<file path="src/hdl/pno_ram.sv">
`default_nettype none

module pno_ram #(
    parameter int WIDTH = 8,
    parameter int DEPTH = 256
) (
    input  wire logic                     i_clk,
    input  wire logic                     i_we,
    input  wire logic [$clog2(DEPTH)-1:0] i_waddr,
    input  wire logic [WIDTH-1:0]         i_wdata,
    input  wire logic [$clog2(DEPTH)-1:0] i_raddr0,
    input  wire logic [$clog2(DEPTH)-1:0] i_raddr1,
    output logic      [WIDTH-1:0]         o_rdata0,
    output logic      [WIDTH-1:0]         o_rdata1
);

    logic [WIDTH-1:0] r_mem [DEPTH];
    logic [WIDTH-1:0] r_rdata0;
    logic [WIDTH-1:0] r_rdata1;

    // One write port, two registered read ports
    always_ff @(posedge i_clk) begin
        if (i_we) begin
            r_mem[i_waddr] <= i_wdata;
        end
        r_rdata0 <= r_mem[i_raddr0];
        r_rdata1 <= r_mem[i_raddr1];
    end

    assign o_rdata0 = r_rdata0;
    assign o_rdata1 = r_rdata1;

endmodule

`default_nettype wire

</file>
<file path="config.mk">
export PLATFORM = sky130hd
export DESIGN_NAME = pno_ram
export DESIGN_NICKNAME = d
export VERILOG_FILES = /design/src/hdl/pno_ram.sv
export SDC_FILE = /design/constraint.sdc
export NUM_CORES = 2
export LEC_CHECK = 0
export ABC_CLOCK_PERIOD_IN_PS = 5400
export BUFFER_PORTS_ARGS = -buffer_cell sky130_fd_sc_hd__buf_2
export CAP_MARGIN = 20
export CORE_UTILIZATION = 55
export DETAILED_ROUTE_END_ITERATION = 8
export PLACE_DENSITY = 0.71
export SETUP_SLACK_MARGIN = 0.05
export SYNTH_ARGS = -nofsm -noshare
export SYNTH_HDL_FRONTEND = slang
export SYNTH_SLANG_ARGS = --single-unit
</file>
<file path="constraint.sdc">
create_clock -name i_clk -period 5.4 [get_ports i_clk]
set_input_delay 0.81 -clock i_clk [delete_from_list [all_inputs] [get_ports i_clk]]
set_output_delay 0.81 -clock i_clk [all_outputs]
set_load 0.02 [all_outputs]
</file>
==> flow_summary.json <==
{
  "die_h_um": 422,
  "clockBufferDepth": 3,
  "die_w_um": 422,
  "skew_ps": 30.8,
  "cts_root_buf": "clkbuf_16",
  "ir_drop_mv": 0.293,
  "cts_buffers": 208,
  "grt_overflow": 0,
  "leakagePower_uw": 0.0335,
  "grt_start_max_net_pins": 159,
  "worstHoldStart": "i_wdata[0]",
  "setup_viol": 0,
  "hold_class": "in2reg",
  "slew_viol_final": 0,
  "relSlewSlack": 0.101,
  "syn_avg_cell_area_sq_um": 20.0,
  "cts.sinks": 2064,
  "cts_resized": 0,
  "cp-start-kind": "input port",
  "grt_pass1_wl_um": 416000,
  "maxCapViolations": 0,
  "postCtsSetupBuffers": 0,
  "end_kind": "flop",
  "setup-tns-final_ps": 0,
  "worst_slew_pin_slew_ps": 1340,
  "ios": 50,
  "final_nets": 5026,
  "clk_pin_slew_ps": 60,
  "area_growth_pct": 10.2,
  "grtUsageTotal": 0.332,
  "yosysWarningCount": 0,
  "cts_max_level": 4,
  "ys_types": 65,
  "outcome": "complete, no violations",
  "synth_ff_type": "edfxtp_1",
  "whs_path_depth": 1,
  "async_reset_ff_frac": 0,
  "cts_tree": "yes",
  "antenna_found_initial": 18,
  "wirelength_um": 295000,
  "synth_nets": 4881,
  "coreArea_sq_mm": 0.175,
  "post-dp-hpwl_um": 189000,
  "drive_above_1_share": 0.333,
  "critPathMaxFanout": 31,
  "synth_area_sq_mm": 0.0970,
  "num_rows": 153,
  "port_buffers": 49,
  "synth-seq-area-share": 0.637,
  "first_global_vias": 55181,
  "startpoint": "i_raddr1[2]",
  "grt_setup_unrepaired": "false",
  "wire_per_inst_um": 39.3,
  "ff2ff_path_depth": 6,
  "final_cells": 7497,
  "final-hold-violation-count": 0,
  "finalPower_uw": 34700,
  "power-per-cell-area_mw_per_mm2": 325,
  "insertion_delay_ps": 870,
  "final_antenna_net_count": 0,
  "hold_buffers": 0,
  "crit_type": "in2reg",
  "period_minus_slack_ps": 4040,
  "synth_cells": 4847,
  "worstPathRequired_ps": 6090,
  "reg2reg_from": "r_mem[211][5]",
  "route.vias.total": 55988,
  "drt-initial-drc-count": 9283,
  "fmax_mhz": 248,
  "final_util": 0.612,
  "place_congestion": 0.957,
  "fillers": 12172,
  "drc": 0,
  "start_util": 0.555,
  "dp_cells": 7102,
  "dr.pass1.iters": 8,
  "detail_route.vias_per_cell": 7.47,
  "dieArea_sq_mm": 0.178,
  "synth_edf_count": 2048,
  "worstPathArrival_ps": 4730,
  "min_period_over_period": 0.748,
  "ys_ff_latch": 2064
}
cells in the mapped netlist, types with 25 or more instances:
cell,number,area [sq um]
a211oi_1,28,210
a21oi_1,79,395
a221oi_1,32,280
a22oi_1,62,465
buf_1,25,93.8
buf_2,104,521
buf_4,42,315
buf_6,44,495
buf_8,35,526
clkbuf_1,137,514
edfxtp_1,2048,61500
mux2_2,38,428
mux2i_1,236,2360
mux4_2,1051,23700
nand2_1,114,428
nand3_1,52,260
nor2_1,298,1120
nor2b_1,27,169
o21ai_0,34,170
o221ai_1,65,569
o22ai_1,48,300
worst max-delay path, stage by stage:
cell      delay (ps)
clkbuf_8         440
nand2b_1         540
buf_4            390
o221ai_1         370
nand2_1          110
a211oi_1         820
a211oi_1         420
nor4_1           760
registers in the layout, indices dropped and copies added, names as in the netlist:
name and count:
o_rdata0 8, o_rdata1 8, r_mem 2048
per-stage QoR:
stage / cell area (sq um) / setup WS [ps] / hold slack, ps
finish: 107000 / 1360 / 546
global route: 107000 / 1410 / 566
CTS: 107000 / 1620 / 532
detailed placement: 100000 / 696 / 1050
global placement: 100000 / 661 / 1040
floorplan: 97000 / 2550 / 816
layout make-up:
class                      instances  area (sq um)  share of cell area
clock buffer                     269          5590              0.0523
timing repair buffer             330          3060              0.0286
antenna                            6          15.0            0.000141
tap                             2325          2910              0.0272
sequential                      2064         61800               0.579
inverter                           6          26.3            0.000246
clock inverter                   115           933             0.00873
multi-input combinational       2382         32500               0.304
final timing paths:
kind,end,slack [ps]
worst max-delay path,o_rdata1[5],1360
worst max register to register,o_rdata1[5],2190
worst min register to register,o_rdata0[4],1090
worst min-delay path,r_mem[228][0],550
where the power goes:
group	internal (uW)	leakage, uW	switching [uW]	total (uW)
sequential	17700	0.0185	75.6	17700
combinational	1140	0.0117	1830	2980
clock	7850	0.00320	6160	14000
metal layers:
layer | up-vias | track usage | part of all wire
li1 | 21371 | - | -
met1 | 29400 | 0.457 | 0.35
met2 | 4433 | 0.499 | 0.46
met3 | 772 | 0.0858 | 0.13
met4 | 12 | 0.162 | 0.056
met5 | - | 0 | 0.00026
placed cells by master, fill, tap and decap left out, types with 15 or more instances in the layout:
| cell | count |
|---|---|
| clkinv_1 | 55 |
| a221oi_1 | 32 |
| nor2b_1 | 26 |
| clkinv_2 | 36 |
| mux2i_1 | 236 |
| nor2_1 | 298 |
| buf_2 | 36 |
| clkbuf_16 | 212 |
| a22oi_1 | 62 |
| nor3_1 | 21 |
| edfxtp_1 | 2048 |
| o221ai_1 | 65 |
| clkbuf_8 | 16 |
| a22o_1 | 22 |
| dfxtp_1 | 16 |
| buf_4 | 224 |
| buf_6 | 15 |
| o22ai_1 | 48 |
| a21oi_1 | 79 |
| mux4_2 | 1051 |
| nand3_1 | 52 |
| a211oi_1 | 28 |
| buf_12 | 42 |
| clkbuf_1 | 50 |
| o21ai_0 | 34 |
| nand2_1 | 113 |
| mux2_2 | 38 |
cell families (layout without fill, tap and decap cells):
| logic type | count (synthesis) | after routing | share of synthesized area |
|---|---|---|---|
| buffers and inverters | 401 | 720 | 0.0273 |
| multiplexers | 1325 | 1325 | 0.273 |
| other | 0 | 6 | 0 |
| AO/OA/AOI/OAI | 466 | 466 | 0.0354 |
| flip-flops | 2064 | 2064 | 0.637 |
| AND/OR/NAND/NOR | 591 | 591 | 0.0270 |
No activity file was read; power rests on OpenSTA's default activity.
