**config.mk**
```make
export PLATFORM = sky130hd
export DESIGN_NAME = pno_div
export DESIGN_NICKNAME = d
export VERILOG_FILES = /design/src/hdl/pno_pkg.sv /design/src/hdl/pno_div.sv
export SDC_FILE = /design/constraint.sdc
export NUM_CORES = 1
export LEC_CHECK = 0
export BUFFER_PORTS_ARGS = -buffer_cell sky130_fd_sc_hd__buf_2
export CAP_MARGIN = 20
export CORE_MARGIN = 4
export CORE_UTILIZATION = 60
export CTS_CLUSTER_DIAMETER = 30
export DETAILED_ROUTE_END_ITERATION = 6
export PLACE_DENSITY = 0.84
export SLEW_MARGIN = 20
export SYNTH_ARGS = -nofsm -noshare
export SYNTH_HDL_FRONTEND = slang
export SYNTH_SLANG_ARGS = --single-unit
```
**constraint.sdc**
```tcl
create_clock -name i_clk -period 3.8 [get_ports i_clk]
set_input_delay 0.19 -clock i_clk [delete_from_list [all_inputs] [get_ports i_clk]]
set_output_delay 0.19 -clock i_clk [all_outputs]
set_load 0.05 [all_outputs]
```
**src/hdl/pno_pkg.sv**
```systemverilog
`default_nettype none

package pno_pkg;

    localparam int FRAC_BITS   = 16;
    localparam int MAX_OCTAVES = 8;
    localparam int TABLE_SIZE  = 256;
    localparam int DIV_STEPS   = 20;

    // Input commands
    localparam logic CMD_EVAL  = 1'b0;
    localparam logic CMD_WRITE = 1'b1;

    // Configuration register indexes
    typedef enum logic [1:0] {
        CFG_OCTAVES   = 2'd0,
        CFG_PERSIST   = 2'd1,
        CFG_NORMALIZE = 2'd2
    } t_cfg_idx;

    typedef logic        [16:0] t_wt;    // fade weight, unsigned Q1.16
    typedef logic signed [16:0] t_crd;   // corner offset, -1..1 in Q16
    typedef logic signed [18:0] t_val;   // gradient and lerp values
    typedef logic signed [37:0] t_prod;  // weight times value
    typedef logic signed [23:0] t_tot;   // weighted octave sum
    typedef logic        [19:0] t_asum;  // amplitude sum
    typedef logic        [16:0] t_amp;   // amplitude, up to 1.0

    typedef struct packed {
        t_tot  total;
        t_asum amp_sum;
    } t_acc;

    typedef enum logic [4:0] {
        ST_IDLE, ST_OCT, ST_RD_A, ST_RD_B, ST_RD_AA, ST_RD_AB, ST_RD_BA, ST_RD_BB,
        ST_GRAD, ST_L1M, ST_L1A, ST_L2M, ST_L2A, ST_L3M, ST_L3A, ST_ACCM, ST_ACCA,
        ST_FIN
    } t_eng_st;

    typedef enum logic [1:0] {
        DV_IDLE, DV_RUN, DV_FIN, DV_HOLD
    } t_div_st;

    // Gradient dot product from the low four hash bits
    function automatic t_val grad(input logic [7:0] hash, input t_crd x,
                                  input t_crd y, input t_crd z);
        logic [3:0] h;
        t_val u;
        t_val v;
        h = hash[3:0];
        u = (h < 4'd8) ? t_val'(x) : t_val'(y);
        if (h < 4'd4)
            v = t_val'(y);
        else if (h == 4'd12 || h == 4'd14)
            v = t_val'(x);
        else
            v = t_val'(z);
        return (h[0] ? -u : u) + (h[1] ? -v : v);
    endfunction

    // Second half of a lerp: a + floor(p / 2^16)
    function automatic t_val lerp_add(input t_val a, input t_prod p);
        t_prod s;
        s = p >>> FRAC_BITS;
        return a + t_val'(s);
    endfunction

endpackage

`default_nettype wire

```
**src/hdl/pno_div.sv**
```systemverilog
`default_nettype none

module pno_div (
    input  wire logic               i_clk,
    input  wire logic               i_rst_n,
    input  wire logic               i_start,
    input  wire pno_pkg::t_acc      i_acc,
    input  wire logic               i_normalize,
    input  wire logic               i_take,
    output logic                    o_valid,
    output logic signed [17:0]      o_value
);

    pno_pkg::t_div_st r_state, n_state;

    logic [19:0]  r_rem, n_rem;
    logic [19:0]  r_quo, n_quo;
    logic [19:0]  r_dvs, n_dvs;
    logic         r_neg, n_neg;
    logic [4:0]   r_cnt, n_cnt;
    logic signed [17:0] r_res, n_res;

    always_ff @(posedge i_clk) begin
        if (!i_rst_n) begin
            r_state <= pno_pkg::DV_IDLE;
        end else begin
            r_state <= n_state;
        end
    end

    always_ff @(posedge i_clk) begin
        r_rem <= n_rem;
        r_quo <= n_quo;
        r_dvs <= n_dvs;
        r_neg <= n_neg;
        r_cnt <= n_cnt;
        r_res <= n_res;
    end

    // Restoring divide of |total| * 2^16 by the amplitude sum, one bit a cycle
    always_comb begin
        logic [23:0] mag;
        logic [20:0] trial;
        logic signed [21:0] rs;
        logic signed [21:0] rn;

        n_state = r_state;
        n_rem   = r_rem;
        n_quo   = r_quo;
        n_dvs   = r_dvs;
        n_neg   = r_neg;
        n_cnt   = r_cnt;
        n_res   = r_res;
        mag     = '0;
        trial   = '0;
        rs      = '0;
        rn      = '0;

        unique case (r_state)
            pno_pkg::DV_IDLE: begin
                if (i_start) begin
                    n_neg   = i_acc.total[23];
                    mag     = i_acc.total[23] ? 24'(-i_acc.total) : 24'(i_acc.total);
                    // quotient stays below 2^20, so the top part is below the divisor
                    n_rem   = 20'(mag[23:4]);
                    n_quo   = {mag[3:0], 16'b0};
                    n_dvs   = i_acc.amp_sum;
                    n_cnt   = '0;
                    n_state = pno_pkg::DV_RUN;
                end
            end
            pno_pkg::DV_RUN: begin
                trial = {r_rem, r_quo[19]} - {1'b0, r_dvs};
                if (!trial[20]) begin
                    n_rem = trial[19:0];
                    n_quo = {r_quo[18:0], 1'b1};
                end else begin
                    n_rem = {r_rem[18:0], r_quo[19]};
                    n_quo = {r_quo[18:0], 1'b0};
                end
                n_cnt = r_cnt + 5'd1;
                if (r_cnt == 5'(pno_pkg::DIV_STEPS - 1))
                    n_state = pno_pkg::DV_FIN;
            end
            pno_pkg::DV_FIN: begin
                // sign, optional (v + 1) / 2, saturation
                rs = r_neg ? -$signed({2'b0, r_quo}) : $signed({2'b0, r_quo});
                rn = i_normalize ? ((rs + 22'sd65536) >>> 1) : rs;
                if (rn > 22'sd131071)
                    n_res = 18'sd131071;
                else if (rn < -22'sd131072)
                    n_res = -18'sd131072;
                else
                    n_res = 18'(rn);
                n_state = pno_pkg::DV_HOLD;
            end
            pno_pkg::DV_HOLD: begin
                if (i_take)
                    n_state = pno_pkg::DV_IDLE;
            end
            default: begin
                n_state = pno_pkg::DV_IDLE;
            end
        endcase
    end

    assign o_valid = (r_state == pno_pkg::DV_HOLD);
    assign o_value = r_res;

endmodule

`default_nettype wire

```
==> flow_summary_export.csv <==
group,metric,value,unit
route,via_count,4956,
sta,holdWs,5.44,ps
synthesis,ys_types,76,
sta,rsz0062_at_grt,"no",
route,dr.pass1.iters,5,
die,initial_core_util,62.1,%
setup_path,crit_fanout,7,
route,final_antenna_net_count,0,
synthesis,ys_ff_latch,86,
sta,fmax,281,MHz
synthesis,ys_top_cells_by_count,"edfxtp_1, o21ai_0, nor2_1",
placement,hpwlAfterDp,9.48,mm
setup_path,path_class,"reg2reg",
synthesis,synth_top_area_share,41.4,%
flow_run,drv_cap,0,
power_and_ir_drop,vdd_drop_max,0.000473,V
cells_and_area,antennaDiodeCount,0,
global_route,grt_overflow,0,
sta,fin_ws,241,ps
cells_and_area,final_layout_size_suffix_gt1_share,19.7,%
status,status,"completed",
die,ios,68,
synthesis,ys_warn_count,0,
clock_tree,cts_made_buffers,9,
clock_tree,cts_tree,"built",
synthesis,netlist_top_cells_area,"edfxtp_1, xnor2_1, ha_1",
setup_path,reg2regPathDepth,11,
synthesis,synth_edf_count,84,
cells_and_area,n_fill_cell,740,
synthesis,synth_ff_type,"edfxtp_1",
power_and_ir_drop,finalPower,6.21,mW
setup_path,required,3990,ps
sta,setup_viol,0,
sta,worst_slew_pin_slew,774,ps
power_and_ir_drop,p_per_area,898,nW/um^2
sta,relSlewSlack,48.4,%
global_route,grt_antenna_before_repair,0,
synthesis,postSynthAreaPerCell,9.83,sq um
die,num_rows,36,
synthesis,yosysSeqAreaShare,42.0,%
global_route,track_usage,22.9,%
sta,setup_tns,0,ps
sta,fin_skew,14.6,ps
placement,dp_cells,797,
cells_and_area,finish.utilization,70.4,%
power_and_ir_drop,p_leak,2.68,nW
route,vias_per_cell,5.97,
sta,period_needed,3560,ps
placement,dpl_cell_area,6490,sq um
synthesis,post-synth-top-count-cell,"edfxtp_1",
synthesis,synthCells,620,
cells_and_area,synthToLayoutAreaGrowth,13.4,%
cells_and_area,ff_latch_area,2560,sq um
sta,final_hold_viol_count,0,
die,core,9820,sq um
clock_tree,cts_buffer_depth,2,
clock_tree,cts_sinks,86,
die,die_h,109,microns
setup_path,cp.arrival,3750,ps
cells_and_area,fin_nets,770,
clock_tree,h-tree-depth,3,
cells_and_area,fin_cells,830,
clock_tree,clk_latency,370,ps
placement,gp_congestion,0.901,
placement,pre_cts_slack,273,ps
clock_tree,root_buffer,"clkbuf_8",
placement,portBuffers,67,
global_route,grt_first_pass_wirelength,21.8,mm
cells_and_area,multi_input_area,3260,sq um
worst_hold_path,worstHoldPathType,"in2reg",
sta,drv_slew,0,
synthesis,syn_nets,698,
route,route.detailed.drc,0,
die,fp.dieW,109,microns
setup_path,startpoint_type,"flop",
global_route,grt_pass1_vias,4798,
route,wirelength,13.2,mm
clock_tree,path_clk_slew,100,ps
worst_hold_path,whs_path_depth,1,
synthesis,async_reset_ff_share,0,%
route,wire_per_inst,15.9,microns
setup_path,crit_path_end_kind,"flop",
die,die_area,11800,sq um
sta,min_period_over_period,93.7,%
synthesis,netlist_area,6090,sq um
cells_and_area,finalInstanceArea,6910,sq um
global_route,grt_max_degree,73,
synthesis,synth_top_cell_by_area,"edfxtp_1",
route,drt_iter0_drc,334,
==> report_power, final <==
group	total [mW]	switching (mW)	internal, mW
Clock	0.739	0.361	0.378
Combinational	3.47	2.11	1.36
Sequential	2.00	0.367	1.63
Total	6.21	2.84	3.37
==> final cells by class <==
type,instances,share of cell area [%]
repair buffers,90,8.03
clock inverters,7,1.48
well taps,133,2.41
inverters,38,2.06
multi-input cells,467,47.2
flip-flops and latches,86,37.1
clock buffers,9,1.79
==> repair_timing <==
action                                  in CTS  in global routing
endpoints found under the setup margin       0                  9
setup buffers                                0                  0
hold buffers                                14                  2
hold endpoints to repair                    14                  2
resized for setup                            0                  3
==> registers in the layout (all words and copies together), names as in the netlist <==
register and cells:
o_value 18, r_cnt 5, r_dvs 20, r_neg 1
r_quo 20, r_rem 20, r_state 2
==> logic make-up after synthesis <==
| family | synth area share (%) |
|---|---|
| buf+inv | 4.78 |
| flops | 42.0 |
| compound gates | 18.6 |
| fa+ha+maj | 6.08 |
| simple gates | 18.8 |
| xor+xnor | 8.34 |
| mux | 1.38 |
==> routing by layer <==
layer | vias up | GRT usage (%) | share of wire (%) | wire, microns
li1 | 2426 | - | - | -
met1 | 2311 | 27.8 | 41 | 5380
met2 | 186 | 40.6 | 50 | 6590
met3 | 33 | 3.32 | 6.3 | 827
met4 | 0 | 9.83 | 2.9 | 386
met5 | - | 0 | 0 | 0
==> final timing paths <==
kind,from,end,slack [ps]
min reg2reg,r_state[1]$_SDFFE_PN0P_,r_state[1]$_SDFFE_PN0P_,580
min,i_acc[15],r_dvs[15]$_DFFE_PP_,5
max,r_quo[19]$_DFFE_PP_,r_rem[5]$_DFFE_PP_,240
max reg2reg,r_quo[19]$_DFFE_PP_,r_rem[5]$_DFFE_PP_,240
==> critical path: stages, from the launching register on <==
cell and delay [ps]:
edfxtp_1 470, inv_1 140, ha_1 250, fa_1 400
nor2b_1 210, o2111ai_2 200, a311oi_4 350, o2111ai_1 220
nand3_2 160, a21oi_1 190, or4_1 560, a31oi_1 230
==> cells in the final DEF, fill, tap and decap left out, drive strengths merged, types with 12 or more instances in the layout <==
cell type and count:
nor3 12, xnor2 44, o21ai 63, edfxtp 84, xor2 14, dlygate4sd3 16
buf 74, nand3 25, nor2 45, nand2 44, a21oi 23, and2 22
a31oi 20, ha 28, inv 41
No activity file was read; power rests on OpenSTA's default activity.
